File: config.mk
export PLATFORM = sky130hd
export DESIGN_NAME = rwpg_div_pipe
export DESIGN_NICKNAME = d
export VERILOG_FILES = /design/src/rtl/core/rwpg_pkg.sv /design/src/rtl/core/rwpg_div_pipe.sv
export SDC_FILE = /design/constraint.sdc
export NUM_CORES = 1
export LEC_CHECK = 0
export BUFFER_PORTS_ARGS = -buffer_cell sky130_fd_sc_hd__buf_2
export CAP_MARGIN = 15
export CORE_MARGIN = 2
export CORE_UTILIZATION = 35
export DETAILED_ROUTE_END_ITERATION = 7
export SYNTH_ARGS = -nofsm -noshare
export SYNTH_HDL_FRONTEND = slang
export SYNTH_SLANG_ARGS = --single-unit
File: constraint.sdc
create_clock -name clk -period 3.05 [get_ports clk]
set_input_delay 0.7625 -clock clk [delete_from_list [all_inputs] [get_ports clk]]
set_output_delay 0.7625 -clock clk [all_outputs]
set_load 0.02 [all_outputs]
File: src/rtl/core/rwpg_pkg.sv
// ----------------------------------------------------------------------------
// rwpg_pkg
// Shared widths, register indexes, codes and types of the rolling wave
// pixel generator.
// ----------------------------------------------------------------------------
package rwpg_pkg;

  localparam int PATTERN_DEPTH = 16;
  localparam int SLOT_W        = 4;
  localparam int PIX_W         = 10;
  localparam int COLOR_W       = 24;
  localparam int CH_W          = 8;
  localparam int GRAD_W        = 8;
  localparam int LEN_W         = 9;
  localparam int PLEN_W        = 5;
  localparam int MODE_W        = 2;
  localparam int CC_W          = 13;
  localparam int CC_STEP_W     = 4;
  localparam int POS_W         = 14;
  localparam int DIV_W         = 16;
  localparam int DVS_W         = 9;
  localparam int DIV_STEPS     = DIV_W;

  localparam int CFG_IDX_W  = 3;
  localparam int CFG_DATA_W = 24;

  localparam logic [CFG_IDX_W-1:0] CFG_GRAD    = 3'd0;
  localparam logic [CFG_IDX_W-1:0] CFG_SPACING = 3'd1;
  localparam logic [CFG_IDX_W-1:0] CFG_TRAIL   = 3'd2;
  localparam logic [CFG_IDX_W-1:0] CFG_DIM     = 3'd3;
  localparam logic [CFG_IDX_W-1:0] CFG_PLEN    = 3'd4;
  localparam logic [CFG_IDX_W-1:0] CFG_BG      = 3'd5;

  localparam logic [MODE_W-1:0] TRAIL_END  = 2'd0;
  localparam logic [MODE_W-1:0] TRAIL_BOTH = 2'd1;
  localparam logic [MODE_W-1:0] TRAIL_LEAD = 2'd2;

  localparam logic OP_LOAD = 1'b0;
  localparam logic OP_DRAW = 1'b1;

  typedef struct packed {
    logic [GRAD_W-1:0]  grad;
    logic [GRAD_W-1:0]  spacing;
    logic [MODE_W-1:0]  trail_mode;
    logic [CH_W-1:0]    dim;
    logic [PLEN_W-1:0]  plen;
    logic [COLOR_W-1:0] bg;
    logic [LEN_W-1:0]   wave_len;
  } rwpg_cfg_t;

  typedef struct packed {
    logic            busy;
    logic [CC_W-1:0] ccn;
    logic [CC_W-1:0] total;
  } rwpg_cc_t;

  typedef struct packed {
    logic               pixel;
    logic [PIX_W-1:0]   index;
    logic [SLOT_W-1:0]  slot;
    logic [COLOR_W-1:0] color;
    logic [DVS_W-1:0]   rem;
    logic               head;
    logic               in_wave;
  } rwpg_side_t;

  typedef struct packed {
    logic [PIX_W-1:0] index;
    logic [CH_W-1:0]  red;
    logic [CH_W-1:0]  green;
    logic [CH_W-1:0]  blue;
  } rwpg_pix_t;

  function automatic logic [PLEN_W-1:0] used_len(input logic [PLEN_W-1:0] n);
    logic [PLEN_W-1:0] r;
    r = n;
    if (n == '0) begin
      r = PLEN_W'(1);
    end else if (n > PLEN_W'(PATTERN_DEPTH)) begin
      r = PLEN_W'(PATTERN_DEPTH);
    end
    return r;
  endfunction

endpackage

File: src/rtl/core/rwpg_div_pipe.sv
// ----------------------------------------------------------------------------
// rwpg_div_pipe
// Pipelined restoring divider, one quotient bit per stage, with a sideband
// payload that travels alongside.
// ----------------------------------------------------------------------------
module rwpg_div_pipe (
  input  logic                         clk,
  input  logic                         rst_n,
  input  logic                         adv,
  input  logic                         in_valid,
  input  logic [rwpg_pkg::DIV_W-1:0]   in_dividend,
  input  logic [rwpg_pkg::DVS_W-1:0]   in_divisor,
  input  rwpg_pkg::rwpg_side_t         in_side,
  output logic                         out_valid,
  output logic [rwpg_pkg::DIV_W-1:0]   out_quot,
  output logic [rwpg_pkg::DVS_W-1:0]   out_rem,
  output rwpg_pkg::rwpg_side_t         out_side
);
  import rwpg_pkg::*;

  logic [DIV_STEPS-1:0] v_r;
  logic [DVS_W-1:0]     rem_r  [DIV_STEPS];
  logic [DIV_W-1:0]     num_r  [DIV_STEPS];
  logic [DVS_W-1:0]     dvs_r  [DIV_STEPS];
  rwpg_side_t           side_r [DIV_STEPS];

  logic [DIV_STEPS-1:0] vi;
  logic [DVS_W-1:0]     ri    [DIV_STEPS];
  logic [DIV_W-1:0]     ni    [DIV_STEPS];
  logic [DVS_W-1:0]     di    [DIV_STEPS];
  rwpg_side_t           si    [DIV_STEPS];
  logic [DVS_W:0]       trial [DIV_STEPS];
  logic [DVS_W:0]       diff  [DIV_STEPS];
  logic [DIV_STEPS-1:0] ge;

  always_comb begin
    vi[0] = in_valid;
    ri[0] = '0;
    ni[0] = in_dividend;
    di[0] = in_divisor;
    si[0] = in_side;
    for (int k = 1; k < DIV_STEPS; k++) begin
      vi[k] = v_r[k-1];
      ri[k] = rem_r[k-1];
      ni[k] = num_r[k-1];
      di[k] = dvs_r[k-1];
      si[k] = side_r[k-1];
    end
    for (int k = 0; k < DIV_STEPS; k++) begin
      trial[k] = {ri[k], ni[k][DIV_W-1]};
      ge[k]    = trial[k] >= {1'b0, di[k]};
      diff[k]  = trial[k] - {1'b0, di[k]};
    end
  end

  always_ff @(posedge clk) begin
    if (!rst_n) begin
      v_r <= '0;
    end else if (adv) begin
      v_r <= vi;
    end
  end

  always_ff @(posedge clk) begin
    if (adv) begin
      for (int k = 0; k < DIV_STEPS; k++) begin
        rem_r[k]  <= ge[k] ? diff[k][DVS_W-1:0] : trial[k][DVS_W-1:0];
        num_r[k]  <= {ni[k][DIV_W-2:0], ge[k]};
        dvs_r[k]  <= di[k];
        side_r[k] <= si[k];
      end
    end
  end

  assign out_valid = v_r[DIV_STEPS-1];
  assign out_quot  = num_r[DIV_STEPS-1];
  assign out_rem   = rem_r[DIV_STEPS-1];
  assign out_side  = side_r[DIV_STEPS-1];

endmodule

# Yosys cells after proc, flatten, opt, wreduce, memory -nomap -nowiden
# Memories as Yosys holds them, arrays and structs flattened.
# Cells that the tools add are included.
[classes]
n_lt_le_gt_ge = 16
n_mux = 18
addsub = 16
[ops]
columns = ["cell", "n"]
rows = [
  ["$ge 10x9->1", 15],
  ["$mux 9", 16],
  ["$sub 9x9->9", 15],
  ["$ge 1x9->1", 1],
  ["$sub 1x9->9", 1],
  ["$mux 1", 2],
]
[totals]
ff_bits = 16
ram_bits = 1344
mem_count = 4
[mem_list]
columns = ["name", "depth", "width", "rd", "rd_clocked_by_memory_dff", "wr", "line", "text"]
rows = [
  ["side_r", 16, 50, 16, 0, 16, "rwpg_div_pipe.sv:25", "rwpg_side_t side_r [DIV_STEPS];"],
  ["num_r", 16, 16, 16, 0, 16, "rwpg_div_pipe.sv:23", "logic [DIV_W-1:0] num_r [DIV_STEPS];"],
  ["dvs_r", 16, 9, 15, 0, 16, "rwpg_div_pipe.sv:24", "logic [DVS_W-1:0] dvs_r [DIV_STEPS];"],
  ["rem_r", 16, 9, 16, 0, 16, "rwpg_div_pipe.sv:22", "logic [DVS_W-1:0] rem_r [DIV_STEPS];"],
]

# Longest topological paths before layout
# An unclocked memory read counts as a cell.
[depth]
ltp_word = 3
mapped_depth = 10
depth_no_buf = 10

# Worst setup path before layout
# OpenSTA, ideal clock, no wires.
[synth_timing]
path_kind = "flip-flop to flip-flop"
from = "memory num_r[8][15] (netlist: num_r[1][15])"
to = "memory rem_r[9][1] (netlist: rem_r[1][10]) (data pin)"
required_ps = 2790
path_stages_with_launch = 9
arrival_ps = 2160
setup_slack_ps = 630
period_less_slack_ps = 2420
path_cell_list = "edfxtp_1 inv_1 ha_1 inv_1 fa_1 a211oi_2 o21ai_1 a211oi_4 mux2_2"
[synth_rtl]
columns = ["element", "line"]
rows = [
  ["from (decl)", "rwpg_div_pipe.sv:23"],
  ["to (decl)", "rwpg_div_pipe.sv:22"],
]

==> results_dict.tcl <==
set metrics [dict create \
    synth_nets 2778 \
    syn_area_um2 48800 \
    async_flop_share 0 \
    yosys_register_bits 1351 \
    synth_edf_count 1335 \
    die_w_um 378 \
    regArea_um2 40400 \
    gp_congestion 0.808 \
    min_path_type "primary input to register" \
    track_usage 0.0975 \
    cellPowerDensity_nw_per_um2 851 \
    die_area_um2 143000 \
    cts_tree "built" \
    status "finished, final reports clean" \
    setup-violations-final 0 \
    io-pin-count 155 \
    clock_skew_ns 0.0180 \
    core-area_um2 139000 \
    dieHeight_um 378 \
    multi_input_area_um2 7540 \
    postPlaceCellArea_um2 52500 \
    fin_area_um2 57200 \
    max-slew-margin-rel 0.528 \
    cts_max_level 4 \
    cts_made_buffers 148 \
    final_nets 3118 \
    min_path_cells 1 \
    period_needed_ns 2.69 \
    synthToLayoutAreaGrowth_pct 17.1 \
    syn_avg_cell_area_um2 19.2 \
    max_freq_ghz 0.371 \
    yosysSeqAreaShare 0.827 \
    drt-pass1-iter-count 5 \
    ys_top_cells_by_count "1,335 x edfxtp_1, 200 x inv_1, 137 x ha_1" \
    rsz0062_at_grt "no" \
    finalCritPeriodShare 0.883 \
    cp-start-kind "register" \
    ys_warn_count 0 \
    dp.cells 4613 \
    crit_arrival_ns 3.19 \
    ys_top_cells_by_area "edfxtp_1 82%, ha_1 3.5%, inv_1 1.5%, mux2_2 1.3%, a21oi_1 1.2%" \
    drt-total-wl_um 69400 \
    synthAdderAreaFrac 0.0412 \
    clockBufferDepth 3 \
    fillCellCount 12400 \
    crit_fanout 7 \
    drc 0 \
    cts_sinks 1351 \
    path_clk_slew_ns 0.06 \
    critical_path_class "register to register" \
    worstMarginPinSlew_ns 0.708 \
    drive_gt1_frac 0.161 \
    r2r_cells 10 \
    cts_setup_buffers 0 \
    dp_hpwl_um 42400 \
    synth_top_area_share 0.821 \
    synth_xor_area_frac 0.0108 \
    antenna_found_initial 1 \
    num_antenna_cells 0 \
    endpoint_kind "register" \
    synth_top_family_by_area "compound AO/OA/AOI/OAI gates" \
    fin_cells 4881 \
    synthCells 2547 \
    routedWlPerCell_um 14.2 \
    grt.busiest_layer "met2" \
    peakVddDrop_mv 0.424 \
    crit_required_ns 3.55 \
    cap_violations 0 \
    yosys.area.top_type "edfxtp_1" \
    cts-resized-gates 0 \
    met2_usage 0.160 \
    grt_max_degree 77 \
    use_met3 0.0267 \
    slew_violations 0 \
    start_util 0.351 \
    synthSimpleGateAreaFrac 0.0278 \
    clkLatencyLatePin_ns 0.75 \
    drt_iter0_drc 1257 \
    p_leak_uw 0.0205 \
    hold_viol_final 0 \
    timing.setup.tns_ns 0 \
    synthMuxAreaShare 0.0217 \
    antenna_left 0 \
    synth_most_common_cell "edfxtp_1" \
    synth-compound-area-share 0.0529 \
    grt-ovfl-total 0 \
    met1_usage 0.118 \
    yosysUniqueCellTypes 57 \
    grt_pass1_wl_um 112000 \
    vias 21700 \
    grt_pass1_vias 21900 \
    cts_root_buffer "clkbuf_16" \
    io_buffers 154 \
    cts_hold_buf 0 \
    ys.flop_type "edfxtp_1" \
    vias_per_cell 4.45 \
    rows 137 \
]
worst max-delay path, cell delays in order, from the launching register on:
cell,delay (ns)
edfxtp_1,0.39
inv_1,0.07
ha_1,0.16
inv_1,0.06
fa_1,0.41
a21oi_1,0.26
o211ai_1,0.17
and3_1,0.26
nor2_1,0.24
inv_2,0.14
mux2_2,0.29
sequential cells by signal, indices dropped and copies added (netlist names):
name,cells
v_r,16
dvs_r,135
rem_r,144
side_r,800
num_r,256
power breakdown:
part	total [uW]	internal, uW	switching (uW)	leakage (uW)
combinational	7970	3550	4410	0.00503
clock	17000	9880	7100	0.00227
sequential	23800	23000	797	0.0132
routing by layer:
| metal | vias to the layer above | wire (um) |
|---|---|---|
| met5 | - | 12 |
| met1 | 10600 | 30100 |
| met3 | 192 | 3060 |
| met4 | 2 | 2650 |
| li1 | 10600 | - |
| met2 | 377 | 33600 |
cells by family (layout without fill, tap and decap cells):
kind of cell,Yosys count,in the layout
DFF,1351,1351
AOI/OAI and AO/OA,381,381
and+or+nand+nor,281,281
buffers and inverters,226,684
adders and majority gates,152,152
muxes,96,96
xor gates and xnor gates,60,60
placed cells by master (no fill, tap or decap), drive strengths merged, types with 34 or more instances in the layout:
cell    synthesis  routed
nor2           87      87
inv           211     223
nand2          45      45
a21oi         118     118
mux2           63      63
ha            137     137
nor2b          34      34
edfxtp       1335    1335
clkbuf          2     184
xnor2          55      55
buf            13     205
nor3           45      45
o21a           49      49
a21boi         35      35
clkinv          0      60
o211ai         38      38
cell type report:
| class | instances | area share |
|---|---|---|
| clock inverters | 84 | 0.0138 |
| well taps | 1876 | 0.0410 |
| clock buffers | 184 | 0.0679 |
| inverters | 211 | 0.0138 |
| repair buffers | 205 | 0.0252 |
| multi-input cells | 970 | 0.132 |
| flip-flops and latches | 1351 | 0.706 |
metrics by stage:
stage               setup WS [ns]  total power, uW  hold WS (ns)  utilization
global route                0.208            51300        0.0996        0.411
floorplan                   0.630            29800         0.400            -
detailed placement          0.404            32100         0.405        0.378
finish                      0.356            48700         0.176        0.411
CTS                         0.388            49500        0.0699        0.411
global placement            0.458            31900         0.400        0.378
final timing paths:
| path | from | endpoint | slack, ns |
|---|---|---|---|
| setup / recovery | num_r[1][47]$_DFFE_PP_ | rem_r[1][30]$_DFFE_PP_ | 0.36 |
| hold / removal | in_side[34] | side_r[0][34]$_DFFE_PP_ | 0.18 |
| setup reg to reg | num_r[1][47]$_DFFE_PP_ | rem_r[1][30]$_DFFE_PP_ | 0.36 |
| hold reg to reg | side_r[1][257]$_DFFE_PP_ | side_r[1][307]$_DFFE_PP_ | 0.40 |
Power figures use the tool's default switching activity.
