--- src/rtl/core/rwpg_pkg.sv ---
// ----------------------------------------------------------------------------
// rwpg_pkg
// Shared widths, register indexes, codes and types of the rolling wave
// pixel generator.
// ----------------------------------------------------------------------------
package rwpg_pkg;

  localparam int PATTERN_DEPTH = 16;
  localparam int SLOT_W        = 4;
  localparam int PIX_W         = 10;
  localparam int COLOR_W       = 24;
  localparam int CH_W          = 8;
  localparam int GRAD_W        = 8;
  localparam int LEN_W         = 9;
  localparam int PLEN_W        = 5;
  localparam int MODE_W        = 2;
  localparam int CC_W          = 13;
  localparam int CC_STEP_W     = 4;
  localparam int POS_W         = 14;
  localparam int DIV_W         = 16;
  localparam int DVS_W         = 9;
  localparam int DIV_STEPS     = DIV_W;

  localparam int CFG_IDX_W  = 3;
  localparam int CFG_DATA_W = 24;

  localparam logic [CFG_IDX_W-1:0] CFG_GRAD    = 3'd0;
  localparam logic [CFG_IDX_W-1:0] CFG_SPACING = 3'd1;
  localparam logic [CFG_IDX_W-1:0] CFG_TRAIL   = 3'd2;
  localparam logic [CFG_IDX_W-1:0] CFG_DIM     = 3'd3;
  localparam logic [CFG_IDX_W-1:0] CFG_PLEN    = 3'd4;
  localparam logic [CFG_IDX_W-1:0] CFG_BG      = 3'd5;

  localparam logic [MODE_W-1:0] TRAIL_END  = 2'd0;
  localparam logic [MODE_W-1:0] TRAIL_BOTH = 2'd1;
  localparam logic [MODE_W-1:0] TRAIL_LEAD = 2'd2;

  localparam logic OP_LOAD = 1'b0;
  localparam logic OP_DRAW = 1'b1;

  typedef struct packed {
    logic [GRAD_W-1:0]  grad;
    logic [GRAD_W-1:0]  spacing;
    logic [MODE_W-1:0]  trail_mode;
    logic [CH_W-1:0]    dim;
    logic [PLEN_W-1:0]  plen;
    logic [COLOR_W-1:0] bg;
    logic [LEN_W-1:0]   wave_len;
  } rwpg_cfg_t;

  typedef struct packed {
    logic            busy;
    logic [CC_W-1:0] ccn;
    logic [CC_W-1:0] total;
  } rwpg_cc_t;

  typedef struct packed {
    logic               pixel;
    logic [PIX_W-1:0]   index;
    logic [SLOT_W-1:0]  slot;
    logic [COLOR_W-1:0] color;
    logic [DVS_W-1:0]   rem;
    logic               head;
    logic               in_wave;
  } rwpg_side_t;

  typedef struct packed {
    logic [PIX_W-1:0] index;
    logic [CH_W-1:0]  red;
    logic [CH_W-1:0]  green;
    logic [CH_W-1:0]  blue;
  } rwpg_pix_t;

  function automatic logic [PLEN_W-1:0] used_len(input logic [PLEN_W-1:0] n);
    logic [PLEN_W-1:0] r;
    r = n;
    if (n == '0) begin
      r = PLEN_W'(1);
    end else if (n > PLEN_W'(PATTERN_DEPTH)) begin
      r = PLEN_W'(PATTERN_DEPTH);
    end
    return r;
  endfunction

endpackage

--- src/rtl/core/rwpg_if.sv ---


interface rwpg_out_if;
  import rwpg_pkg::*;

  logic             valid;
  logic             ready;
  logic [PIX_W-1:0] out_index;
  logic [CH_W-1:0]  red;
  logic [CH_W-1:0]  green;
  logic [CH_W-1:0]  blue;

  modport source (
    output valid, out_index, red, green, blue,
    input  ready
  );
  modport sink (
    input  valid, out_index, red, green, blue,
    output ready
  );
endinterface

--- src/rtl/core/rwpg_out_skid.sv ---
// ----------------------------------------------------------------------------
// rwpg_out_skid
// Output register with a skid entry; its registered ready drives the
// pipeline advance.
// ----------------------------------------------------------------------------
module rwpg_out_skid (
  input  logic                clk,
  input  logic                rst_n,
  input  logic                push_valid,
  input  rwpg_pkg::rwpg_pix_t push_data,
  output logic                adv,
  rwpg_out_if.source          out_ch
);
  import rwpg_pkg::*;

  logic      main_v_r;
  rwpg_pix_t main_d_r;
  logic      skid_v_r;
  rwpg_pix_t skid_d_r;
  logic      push;
  logic      take;

  assign adv  = !skid_v_r;
  assign push = push_valid && adv;
  assign take = main_v_r && out_ch.ready;

  always_ff @(posedge clk) begin
    if (!rst_n) begin
      main_v_r <= 1'b0;
      skid_v_r <= 1'b0;
    end else if (skid_v_r) begin
      if (take) begin
        skid_v_r <= 1'b0;
      end
    end else if (!main_v_r || take) begin
      main_v_r <= push;
    end else if (push) begin
      skid_v_r <= 1'b1;
    end
  end

  always_ff @(posedge clk) begin
    if (skid_v_r) begin
      if (take) begin
        main_d_r <= skid_d_r;
      end
    end else if (!main_v_r || take) begin
      main_d_r <= push_data;
    end else begin
      skid_d_r <= push_data;
    end
  end

  assign out_ch.valid     = main_v_r;
  assign out_ch.out_index = main_d_r.index;
  assign out_ch.red       = main_d_r.red;
  assign out_ch.green     = main_d_r.green;
  assign out_ch.blue      = main_d_r.blue;

endmodule

--- src/flat_wrapper.sv ---
// flat-port wrapper written by rule: the top's interface ports become plain ports
module rwpg_out_skid_flat import rwpg_pkg::*;
  (clk, rst_n, push_valid, push_data, adv, out_ch_valid, out_ch_out_index, out_ch_red, out_ch_green, out_ch_blue, out_ch_ready);
  rwpg_out_if out_ch_i ();
  input  logic clk;
  input  logic rst_n;
  input  logic push_valid;
  input  rwpg_pkg::rwpg_pix_t push_data;
  output logic adv;
  output wire logic [$bits(out_ch_i.valid)-1:0] out_ch_valid;
  output wire logic [$bits(out_ch_i.out_index)-1:0] out_ch_out_index;
  output wire logic [$bits(out_ch_i.red)-1:0] out_ch_red;
  output wire logic [$bits(out_ch_i.green)-1:0] out_ch_green;
  output wire logic [$bits(out_ch_i.blue)-1:0] out_ch_blue;
  input wire logic [$bits(out_ch_i.ready)-1:0] out_ch_ready;
  assign out_ch_valid = out_ch_i.valid;
  assign out_ch_out_index = out_ch_i.out_index;
  assign out_ch_red = out_ch_i.red;
  assign out_ch_green = out_ch_i.green;
  assign out_ch_blue = out_ch_i.blue;
  assign out_ch_i.ready = out_ch_ready;
  rwpg_out_skid u_core (.clk(clk), .rst_n(rst_n), .push_valid(push_valid), .push_data(push_data), .adv(adv), .out_ch(out_ch_i));
endmodule
--- config.mk ---
export PLATFORM = sky130hd
export DESIGN_NAME = rwpg_out_skid_flat
export DESIGN_NICKNAME = d
export VERILOG_FILES = /design/src/rtl/core/rwpg_pkg.sv /design/src/rtl/core/rwpg_if.sv /design/src/rtl/core/rwpg_out_skid.sv /design/src/flat_wrapper.sv
export SDC_FILE = /design/constraint.sdc
export NUM_CORES = 1
export LEC_CHECK = 0
export BUFFER_PORTS_ARGS = -buffer_cell sky130_fd_sc_hd__buf_4
export CAP_MARGIN = 20
export CORE_MARGIN = 2
export CORE_UTILIZATION = 40
export DETAILED_ROUTE_END_ITERATION = 6
export HOLD_SLACK_MARGIN = 0.12
export PLACE_DENSITY = 0.66
export SLEW_MARGIN = 20
export SYNTH_ARGS = -nofsm -noshare
export SYNTH_HDL_FRONTEND = slang
export SYNTH_SLANG_ARGS = --single-unit
--- constraint.sdc ---
create_clock -name clk -period 3.79 [get_ports clk]
set_input_delay 0.379 -clock clk [delete_from_list [all_inputs] [get_ports clk]]
set_output_delay 0.379 -clock clk [all_outputs]
set_load 0.03 [all_outputs]
---- Yosys cells after proc, flatten, opt, wreduce, memory -nomap -nowiden ----
Cells that the tools add are included.
cells by class
  eq/ne operators ......................... 1
  mux-type cells .......................... 7
  bitwise logic cells ..................... 2
  reduce and logical (&&, ||, !) cells .... 9
operator list
  kind                                           count
  two-way mux 34 bit                             3
  AND reduction 2 bit                            3
  two-way mux 1 bit                              4
  logical AND 1 bit                              2
  zero test 1 bit                                2
  inequality test 2 bit (second input constant)  1
  NOT 1 bit                                      2
  nonzero test 2 bit                             1
  logical OR 1 bit                               1
word-level totals
  register bits ........................... 70
  bits of input ports ..................... 38
  output and inout bits ................... 36
  logic and storage cells ................. 29

---- Logic depth before layout (Yosys ltp) ----
Gate-level depths: netlist of the first run.
  word-level depth ........................ 5
  mapped depth ............................ 3
  gate-level depth less buffers ........... 2

---- Worst setup path after synthesis of the first run ----
OpenSTA, ideal clock, no wires.
  path type ............................... flip-flop to flip-flop
  from .................................... register u_core.main_v_r (netlist: u_core.out_ch.valid)
  to ...................................... register u_core.skid_d_r[0] in the netlist's numbering, enable pin
  setup time .............................. 475 ps
  data arrival time ....................... 3,158 ps
  data required time ...................... 3,315 ps
  setup slack ............................. 157 ps
  stages on the path, launching flop included .. 2
  path buffers ............................ 0
  period minus slack after synthesis ...... 3,633 ps
  cells stage by stage .................... dfxtp_1 -> nor3b_1
between the ends
  longest elaborated chain between the ends .. 4
  elaborated cells between the ends (all ways) .. 5
  those cells by class .................... bitwise (1); reduce/logical (4)
RTL lines
  element                                                      line                                      source
  from (decl)                                                  rwpg_out_skid.sv:16                       logic main_v_r;
  from (signal assigned)                                       rwpg_out_skid.sv:36                       main_v_r <= push;
  zero test 1 bit / logical AND 1 bit (equally long branches)  rwpg_out_skid.sv:47, rwpg_out_skid.sv:25
  logical OR 1 bit (*)                                         rwpg_out_skid.sv:47                       end else if (!main_v_r || take) begin
  NOT 1 bit (no source line) (*)                               -
  AND reduction 2 bit (no source line) (*)                     -
  to (signal assigned)                                         rwpg_out_skid.sv:50                       skid_d_r <= push_data;
  to (decl)                                                    rwpg_out_skid.sv:19                       rwpg_pix_t skid_d_r;
Every way passes the cells marked *; elsewhere a longest branch is shown, timed or not.
A chain may end at the register's enable or synchronous reset.

---- Worst setup path after layout of the first run ----
  from .................................... register u_core.skid_v_r
  to ...................................... register u_core.skid_d_r[29] in the netlist's numbering, enable pin
between the ends
  longest elaborated chain between the ends .. 2
RTL lines
  element                               line                 source
  from (decl)                           rwpg_out_skid.sv:18  logic skid_v_r;
  from (signal assigned)                rwpg_out_skid.sv:30  skid_v_r <= 1'b0;
  from (signal assigned)                rwpg_out_skid.sv:33  skid_v_r <= 1'b0;
  from (signal assigned)                rwpg_out_skid.sv:38  skid_v_r <= 1'b1;
  NOT 1 bit (no source line)            -
  AND reduction 2 bit (no source line)  -
No other way between the ends.

==> impl_results.md, run 1 <==
- Pint: around 1.4 mW
- Slowest CP cell: nor3b_2
- Main combinational cell family by area after synthesis: multiplexers
- Routed vias: between 1000 and 1500
- Fin util: a little over half
- Endpoints failing hold: 0
- Total global routing overflow: 0
- Routed vias/inst: 4.869
- IO Port Bufs: 73
- Yosys warns: 0
- Final GP Congestion: slightly above 0.7
- Switching power: between 0.4 and 0.5 mW
- Initial antenna violation count: 0
- Clock slew at reported path FFs: roughly 0.07 ns
- Post-synthesis cell area: 2570 µm²
- Main synth FF type: edfxtp_1
- Synthesis-to-layout area growth: 33.64%
- Launching element type of the critical path: flip-flop
- CTS tree: done
- Top-count cell post-synth: edfxtp_1
- Endpoints failing setup: 0
- Post-synth top area cell: edfxtp_1
- Worst flop-to-flop path startpoint: u_core.skid_v_r$_SDFF_PN0_
- Worst EP required: between 3 and 4 ns
- Post-synth EDFFs: between 60 and 70
- Final Power: 1.870 mW
- HP Class: in2reg
- Share of the synthesized area in the top cell type: approximately four fifths
- Delay-heaviest family, CP: simple AND/OR/NAND/NOR gates
- CTS Hold Bufs: 0
- Sw Share: about a quarter
- Clk_lat worst skew: approximately 0.33 ns
- CP Class: reg2reg
- Final Cell Area: between 3000 and 4000 µm²
- H-tree depth: 3
- Setup bufs post-CTS: 0
- Hold Path Cell Cnt: 1
- Final Skew: 0.006147 ns
- Asr flop ratio synth: 0%
- Die H: roughly 84 µm
- Share of post-route cells with drive strength above 1: a little over three fifths
- Largest net degree at the start of global routing: 41
- Fin Setup TNS: 0 ns
- 1st-pass router iterations: 4
- Area contributors post-synth: edfxtp_1 (79%), mux2_2 (15%), buf_6 (1.8%)
- Die width: approximately 84 µm
- Bufs and invs on worst path: 1
- Synth Area per Inst: between 20 and 25 µm²
- Hold Slack: between 0.2 and 0.25 ns
- Adder-cell share of the synthesized area: 0%
- Max_cap viols: 0
- Worst setup EP type: flip-flop
- R2R depth: 2
- Num CTS Buffers: 9
- # IOs: 74
- Unrepaired setup endpoints after global routing: false
- Number of synthesized register bits: 70
- Setup crit start: u_core.skid_v_r$_SDFF_PN0_
- Proportion of synthesized area in mux cells: between 10 and 15%
- Vias in the first global route: 1459
- Detailed Route Iter0 Violations: between 90 and 100
- Total track usage: between 10% and 20%
- Clock Tree Buf Depth: 2
- Compound-Gate Fraction of Synth Area: less than 1%
- DP Wirelength: 3051 µm
- R2R Setup Slk: 1.58 ns
- Syn nets: 156
- Hold endpoint: u_core.skid_d_r[31]$_DFFE_PP_
- DRC viols: 0
- ANT cells: 0
- VDD IR max: a little under 300 µV
- Worst hold start: push_data[31]
- Simple-gate portion of the synthesized area: 1.461%
- # rows: 29
- Leak: approximately 1.3 nW
- Root Buffer: clkbuf_8
- Pwr/cell area: approximately 540 nW/µm²
- WP data arrival: ~2.2 ns
- Synth cell count leaders: edfxtp_1 (68), mux2_2 (34), buf_6 (4)
- Starting density of the core: 40.94%
- Reg power frac: 51.3%
- Post-CTS Resized: 0
- CP max FO: 40
- Crit-path max cell delay: about 0.83 ns
- Final ANT Viol Nets: 0
- Final Routed Wirelength: between 4000 and 5000 µm
- Seq/Total Area, Yosys: 81.01%
- Nets: ~240
- Area share of xor/xnor cells in the synthesized design: 0%
- End of the worst register-to-register path: u_core.skid_d_r[29]$_DFFE_PP_
- Die Footprint: 7082 µm²
- DR WL/cell: 15.97 µm
- Max Fclk: approximately 450 MHz
- Clk sink count: 70
- First-pass GRT wire length: about 7200 µm
- Slew Viols, Final: 0
- Clock Power Share: between 30% and 40%
- Crit-path cells: nor3b_2 -> buf_4
- Combinational share of power: 15.0%
- Least-Margin Pin Slew: between 0.9 and 1 ns
- Final min period: roughly 2.2 ns
- Status: complete, no violations
- Mapped Cells: 118
- Placed cell area: about 3200 µm²
- Count of cell types in the netlist: 12
- Slew headroom: a little under two fifths
- Period utilization: 58.39%
- Core Region: between 6000 and 7000 µm²
[state kept, by name, summed over array words and instances, names as in the netlist]
signal,count
u_core.out_ch.out_index,10
u_core.out_ch.red,8
u_core.skid_v_r,1
u_core.skid_d_r,34
u_core.out_ch.valid,1
u_core.out_ch.green,8
u_core.out_ch.blue,8
[per-stage QoR]
step           setup WS [ns]  std cells
6_report               1.577        282
5_1_grt                1.372        282
4_1_cts                1.518        281
3_5_place_dp           1.534        265
3_3_place_gp           1.665        265
2_1_floorplan         0.1570        118
[power groups by stage]
stage	Combinational [mW]	Clock (mW)	Sequential, mW
floorplan	0.0676	0	1.07
global placement	0.271	0	0.976
detailed placement	0.276	0	0.978
CTS	0.277	0.647	0.962
global route	0.297	0.678	0.967
finish	0.281	0.629	0.960
[layout make-up]
class	instances	area, µm²
clock buffers	9	123.9
clock inverters	7	88.84
multi-input cells	43	455.4
well taps	77	96.34
inverters	1	3.754
repair buffers	75	583.1
fillers	514	2843
flip-flops and latches	70	2083
[cell usage in the layout, fill, tap and decap left out]
cell	instances
a21oi_2	1
and3b_1	1
buf_16	1
buf_4	74
bufinv_16	2
clkbuf_8	9
clkinv_1	1
clkinv_2	2
clkinvlp_4	2
dfxtp_1	1
dfxtp_2	1
edfxtp_1	68
inv_1	1
mux2_2	34
nand2_1	2
nand3b_1	1
nor2b_1	1
nor3b_2	1
o21ai_0	1
o21ai_4	1
[cells by family (layout without fill, tap and decap cells)]
logic type,after synthesis,after routing
mux,34,34
buf+inv,5,92
compound gates,3,3
simple gates,6,6
flops,70,70
[worst reg2reg max path, delay by kind of cell, from the launching register on]
family,cells,cell delay (ns)
buffers and inverters,1,0.45
and+or+nand+nor,1,0.83
DFF,1,0.61
[how the worst max path moves through the flow]
| stage | depth (start not counted) | slack, ns | end |
|---|---|---|---|
| 4_1_cts | 2 | 1.52 | u_core.skid_d_r[29]$_DFFE_PP_ |
| 2_1_floorplan | 1 | 0.16 | u_core.skid_d_r[0]$_DFFE_PP_ |
| 6_report | 2 | 1.58 | u_core.skid_d_r[29]$_DFFE_PP_ |
| 3_5_place_dp | 2 | 1.53 | u_core.skid_d_r[19]$_DFFE_PP_ |
| 5_1_grt | 2 | 1.37 | u_core.skid_d_r[33]$_DFFE_PP_ |
| 3_3_place_gp | 2 | 1.66 | u_core.skid_d_r[11]$_DFFE_PP_ |
[routing by layer]
metal  vias up  track usage, %  wire (µm)
li1        628               -          -
met1       673           17.21       1952
met2        62           20.49       2107
met3        10           4.621        356
met4         0           6.598         86
met5         -               0          0
Power figures use the tool's default switching activity.
==> run 2: changes to the inputs <==
==> constraint.sdc (replaced) <==
create_clock -name clk -period 2.25 [get_ports clk]
set_input_delay 0.225 -clock clk [delete_from_list [all_inputs] [get_ports clk]]
set_output_delay 0.225 -clock clk [all_outputs]
set_load 0.03 [all_outputs]
==> run 2 against run 1 <==
  * Sequential power grew 68%
  * Die area is the same
  * Total power grew 58%
  * Worst setup slack lost 1.2 ns
  * Count of clock-buffer cells in the layout grew 2
  * Largest power group unchanged
==> impl_results.md, run 2 (synthesis gave the netlist of run 1 again) <==
- Status: complete, no violations
- Share of post-route cells with drive strength above 1: 52.48% (-10 points)
- Bufs and invs on worst path: 3 (+2)
- Leak: 1.412 nW (+9.2%)
- Initial antenna violation count: 0 (unchanged)
- Die H: 84.16 µm (unchanged)
- DR WL/cell: 15.14 µm (-5.2%)
- Endpoints failing setup: 0 (unchanged)
- Final Cell Area: 3729 µm² (+8.6%)
- Delay-heaviest family, CP: flip-flops
- Total track usage: 14.90% (+1.5 points)
- Clock Tree Buf Depth: 2 (unchanged)
- 1st-pass router iterations: 4 (unchanged)
- Final non-filler cell total: 319 (+13%)
- Vias in the first global route: 1587 (+8.8%)
- Least-Margin Pin Slew: 0.8113 ns (-0.1346 ns)
- Fin Setup TNS: 0 ns (unchanged)
- CP max FO: 21 (-48%)
- Die width: 84.16 µm (unchanged)
- # rows: 29 (unchanged)
- Clk_lat worst skew: 0.33 ns (about the same)
- Uppermost layer routed: met4
- Slowest CP cell: dfxtp_2
- Final GP Congestion: 0.6716 (-5.0%)
- First-pass GRT wire length: 8031 µm (+11%)
- Max Fclk: approximately 550 MHz
- Final min period: ~1.8 ns
- ANT cells: 0 (unchanged)
- Post-CTS Resized: 0 (unchanged)
- Worst setup EP type: output port
- Total global routing overflow: 0 (unchanged)
- Largest net degree at the start of global routing: 22 (-46%)
- Crit-path max cell delay: 0.63 ns (-0.20 ns)
- Num CTS Buffers: 9 (unchanged)
- M1 WL: 1979 µm (+1.4%)
- Core Region: 6277 µm² (unchanged)
- CTS tree: done
- Launching element type of the critical path: flip-flop
- Endpoints failing hold: 0 (unchanged)
- Root Buffer: clkbuf_8
- Final Power: 2.954 mW (+58%)
- Fill cells: 480 (-6.6%)
- Max_cap viols: 0 (unchanged)
- Clock slew at reported path FFs: 0.07 ns (about the same)
- Routed vias/inst: 4.542 (-6.7%)
- Final Skew: 0.008262 ns (+0.002114 ns)
- Slew Viols, Final: 0 (unchanged)
- Die Footprint: 7082 µm² (unchanged)
- Commonest non-fill, non-tap cell in the layout: buf_4
- Detailed route wirelength on metal3: 301 µm (-15%)
- Placed insts: 269 (+1.5%)
- H-tree depth: 3 (unchanged)
- Slew headroom: 45.85% (+8.9 points)
- Unrepaired setup endpoints after global routing: false
- Crit path top cell by count: buf_4
- WL met2: 2471 µm (+17%)
- DRC viols: 0 (unchanged)
- Final Routed Wirelength: 4830 µm (+7.3%)
- VDD IR max: 496.9 µV (+72%)
- Worst setup margin: 0.4186 ns (-1.158 ns)
- WP data arrival: 1.61 ns (-0.60 ns)
- Routed vias: 1449 (+5.5%)
- Pwr/cell area: 792.2 nW/µm² (+45%)
- Detailed Route Iter0 Violations: 54 (-43%)
- Nets: 275 (+16%)
- Top reg by flops: u_core.skid_d_r
- # IOs: 74 (unchanged)
- Setup bufs post-CTS: 0 (unchanged)
- DP Wirelength: 3197 µm (+4.8%)
- CP Class: reg2out
- Final ANT Viol Nets: 0 (unchanged)
- Most frequent cells in the layout: buf_4 (78), edfxtp_1 (68), mux2_2 (34), dlygate4sd3_1 (34), clkbuf_8 (9)
- Synthesis-to-layout area growth: 45.08%
- Crit-path cells: buf_4 -> inv_1 -> buf_4
- Starting density of the core: 40.94% (unchanged)
- Placed cell area: 3231 µm² (+1.1%)
- IO Port Bufs: 73 (unchanged)
- Max FFs per register: 34 (unchanged)
- Worst EP required: 2.03 ns (-1.76 ns)
- HP Class: in2reg
- Clk sink count: 70 (unchanged)
- Period utilization: roughly four fifths
- Pre-CTS setup slack: 0.3995 ns (-1.134 ns)
## run 2: cell types whose count changed in the layout (fill, tap and decap cells not counted), sizes merged
cell         delta
dlygate4sd3    +34
buf             +3
bufinv          -2
clkbuf          +2
## run 2: area by class of cell
cell class | count | area [µm²] | area share (%)
Sequential cell | 70 | 2083 | 55.87
Inverter | 1 | 3.754 | 0.1007
Timing Repair Buffer | 112 | 925.9 | 24.83
Clock inverter | 5 | 26.28 | 0.7047
Clock buffer | 11 | 131.4 | 3.523
Multi-Input combinational cell | 43 | 461.7 | 12.38
Tap cell | 77 | 96.34 | 2.584
## run 2: worst register-to-register path: cells and delay by family, from the launching register on
kind / cells / cell delay (ns)
simple gates: 1 / 0.75
buf+inv: 1 / 0.31
flops: 1 / 0.47
## run 2: what timing repair did
item,CTS,global route
hold buffers,34,0
hold endpoints to repair,34,0
endpoints found under the setup margin,0,0
## run 2: path summary, 6_finish.rpt
kind | start | to | slack, ns | cells past startpoint
worst max register to register | u_core.skid_v_r$_SDFF_PN0_ | u_core.skid_d_r[16]$_DFFE_PP_ | 0.43 | 2
worst max-delay path | u_core.skid_v_r$_SDFF_PN0_ | adv | 0.42 | 3
worst min register to register | u_core.skid_d_r[18]$_DFFE_PP_ | u_core.out_ch.red[2]$_DFFE_PP_ | 0.55 | 1
worst min-delay path | push_valid | u_core.out_ch.valid$_SDFFE_PN0P_ | 0.15 | 3
## run 2: routing by layer
layer	global-route usage (%)	up-vias
met5	0	-
met4	6.891	0
met3	5.801	10
met2	23.88	51
met1	17.83	684
li1	-	704
## run 2: power breakdown
group / switching, mW / internal, mW
combinational: 0.287 / 0.239
clock: 0.431 / 0.389
sequential: 0.0402 / 1.57
## run 2: stage by stage
stage	util [%]	hold WS (ns)
finish	59.40	0.1507
global route	59.40	0.1459
CTS	59.40	0.1363
detailed placement	51.47	0.4149
global placement	51.47	0.4129
floorplan	-	0.3239
==> run 3: changes to the inputs <==
--- a/config.mk
+++ b/config.mk
@@ -5,6 +5,7 @@
 export SDC_FILE = /design/constraint.sdc
 export NUM_CORES = 1
 export LEC_CHECK = 0
+export ABC_AREA = 1
 export BUFFER_PORTS_ARGS = -buffer_cell sky130_fd_sc_hd__buf_4
 export CAP_MARGIN = 20
 export CORE_MARGIN = 2
==> constraint.sdc (replaced) <==
create_clock -name clk -period 1.9 [get_ports clk]
set_input_delay 0.19 -clock clk [delete_from_list [all_inputs] [get_ports clk]]
set_output_delay 0.19 -clock clk [all_outputs]
set_load 0.03 [all_outputs]
==> run 3 against run 2 <==
  * Global-route usage is 0.76 points higher
  * Final area is 0.30% higher
  * Cell count is 23% higher
  * Combinational power is 14% higher
  * Clock skew is 0.0021 ns higher
  * Register-to-register slack hardly changed
  * Sequential power is 17% higher
  * Via count is 22% higher
  * Clock power is 19% higher
  * Highest routed layer unchanged
==> impl_results.md, run 3 <==
- Synth cell count leaders: nand2_1 (107), edfxtp_1 (68), nor2_1 (4)
- Final Skew: 0.01033 ns (+0.002066 ns)
- Core Region: 6277 µm² (unchanged)
- DR WL/cell: 13.02 µm (-14%)
- Slew headroom: 58.13% (+12 points)
- Endpoints failing hold: 0 (unchanged)
- Crit-path max cell delay: 0.50 ns (-0.13 ns)
- Worst setup EP type: output port
- Clock slew at reported path FFs: 0.07 ns (about the same)
- Worst EP required: 1.71 ns (-0.32 ns)
- Clock Tree Buf Depth: 2 (unchanged)
- Setup bufs post-CTS: 0 (unchanged)
- Post-synth EDFFs: 68 (unchanged)
- Total track usage: 15.66% (+0.76 points)
- HP Class: in2reg
- Max_cap viols: 0 (unchanged)
- Slowest CP cell: inv_2
- Detailed Route Iter0 Violations: 89 (+65%)
- Status: complete, no violations
- Area contributors post-synth: edfxtp_1 (79%), nand2_1 (16%), dfxtp_1 (1.6%)
- Num CTS Buffers: 9 (unchanged)
- ANT cells: 0 (unchanged)
- Clk sink count: 70 (unchanged)
- Final Routed Wirelength: 5117 µm (+5.9%)
- WP data arrival: 1.54 ns (-0.07 ns)
- Period utilization: 91.25%
- CP Class: reg2out
- Yosys warns: 0 (unchanged)
- Share of post-route cells with drive strength above 1: 30.70% (-22 points)
- Total global routing overflow: 0 (unchanged)
- Largest net degree at the start of global routing: 37 (+68%)
- Initial antenna violation count: 0 (unchanged)
- Slew Viols, Final: 0 (unchanged)
- H-tree depth: 3 (unchanged)
- Count of cell types in the netlist: 11 (-1)
- Max FFs per register: 34 (unchanged)
- Share of the synthesized area in the top cell type: 79.18% (-0.27 points)
- Vias in the first global route: 1762 (+11%)
- Asr flop ratio synth: 0% (unchanged)
- Max Fclk: 576.8 MHz
- Pwr/cell area: 925.3 nW/µm² (+17%)
- Mapped Cells: 193 (+64%)
- # rows: 29 (unchanged)
- VDD IR max: 494.0 µV (-0.60%)
- Syn nets: 231 (+48%)
- Root Buffer: clkbuf_8
- Seq/Total Area, Yosys: 80.74% (-0.28 points)
- Launching element type of the critical path: flip-flop
- First-pass GRT wire length: 8459 µm (+5.3%)
- Final GP Congestion: 0.6531 (-2.8%)
- CP max FO: 36 (+71%)
- 1st-pass router iterations: 4 (unchanged)
- Routed vias/inst: 4.496 (-1.0%)
- Starting density of the core: 41.08% (+0.14 points)
- Bufs and invs on worst path: 2 (-1)
- Main synth FF type: edfxtp_1
- Synthesis-to-layout area growth: 45.03% (about the same)
- Post-CTS Resized: 0 (unchanged)
- Most frequent cells in the layout: nand2_1 (107), buf_4 (79), edfxtp_1 (68), dlygate4sd3_1 (35), clkbuf_8 (9)
- Number of synthesized register bits: 70 (unchanged)
- Fin Setup TNS: 0 ns (unchanged)
- Delay-heaviest family, CP: buffers and inverters
- Die H: 84.29 µm (+0.16%)
- Unrepaired setup endpoints after global routing: false
- Die width: 84.29 µm (+0.16%)
- DRC viols: 0 (unchanged)
- DP Wirelength: 3281 µm (+2.6%)
- Top reg by flops: u_core.skid_d_r
- Final min period: 1.734 ns
- Crit-path cells: inv_2 -> buf_4
- Least-Margin Pin Slew: 0.6272 ns (-0.1841 ns)
- CTS tree: done
- Top-count cell post-synth: nand2_1
- Clk_lat worst skew: 0.34 ns (about the same)
- Nets: 349 (+27%)
- Post-synthesis cell area: 2579 µm² (+0.34%)
- # IOs: 74 (unchanged)
- Commonest non-fill, non-tap cell in the layout: nand2_1
- Final ANT Viol Nets: 0 (unchanged)
- Post-synth top area cell: edfxtp_1
- Leak: 1.612 nW (+14%)
- Routed vias: 1767 (+22%)
- Final Power: 3.460 mW (+17%)
- Endpoints failing setup: 0 (unchanged)
- Die Footprint: 7105 µm² (+0.32%)
- Synth Area per Inst: 13.36 µm² (-39%)
- IO Port Bufs: 73 (unchanged)
==> run 3: cell types whose count changed after synthesis, sizes merged <==
cell and delta:
nand3b -1, mux2 -34, inv +2, a21oi -1
buf +3, nor3b -1, nor2 +4, o21ai -1
and3b -1, nor3 +1, nand2 +105, nor2b -1
==> run 3: layout make-up <==
type	count	area, µm²
fillers	537	2537
flip-flops and latches	70	2085
repair buffers	114	943.4
multi-input cells	113	449.2
clock buffers	9	123.9
well taps	77	96.34
clock inverters	7	31.28
inverters	3	11.26
==> run 3: where the power goes <==
part	leakage (nW)	switching (mW)	internal, mW
clock network	0.0851	0.524	0.450
registers	0.676	0.0406	1.85
logic	0.851	0.353	0.246
==> run 3: logic make-up after synthesis <==
| logic type | count (synthesis) | synth area share, % |
|---|---|---|
| compound gates | 1 | 0.1939 |
| flops | 70 | 80.74 |
| simple gates | 112 | 16.35 |
| buf+inv | 10 | 2.717 |
==> run 3: timing repair <==
action | CTS | global route
setup endpoints to repair | 0 | 0
endpoints found under the hold margin | 59 | 0
hold buffers | 35 | 0
==> run 3: path summary, 6_finish.rpt <==
path	startpoint	end	slack, ns	cells after the start
setup reg to reg	u_core.out_ch.valid$_SDFFE_PN0P_	u_core.skid_d_r[3]$_DFFE_PP_	0.44	3
hold / removal	push_valid	u_core.skid_v_r$_SDFF_PN0_	0.18	5
setup / recovery	u_core.skid_v_r$_SDFF_PN0_	adv	0.17	2
hold reg to reg	u_core.skid_d_r[3]$_DFFE_PP_	u_core.out_ch.blue[3]$_DFFE_PP_	0.52	2
==> run 3: tightest hold or removal path: stages <==
cell and delay [ns]:
buf_4 0.10, inv_1 0.04, nand2_1 0.06, nand2_1 0.06, nor2_1 0.03
==> run 3: through the flow <==
step	hold WS (ns)	std cells	utilization [%]	setup WS, ns	cell area [µm²]
6_report	0.1824	393	59.58	0.1662	3740
5_1_grt	0.1921	393	59.58	0.05850	3740
4_1_cts	0.1669	393	59.58	0.1441	3740
3_5_place_dp	0.3796	342	51.52	0.4296	3234
3_3_place_gp	0.3799	342	51.52	0.4836	3234
2_1_floorplan	0.2889	193	-	0.05145	2595
==> run 3: layer usage <==
metal / part of all wire [%] / routed length, µm / track usage, %
met4: 1.3 / 66 / 9.091
met2: 49 / 2488 / 23.81
met1: 44 / 2261 / 20.76
met5: 0 / 0 / 0
met3: 5.9 / 300 / 3.540
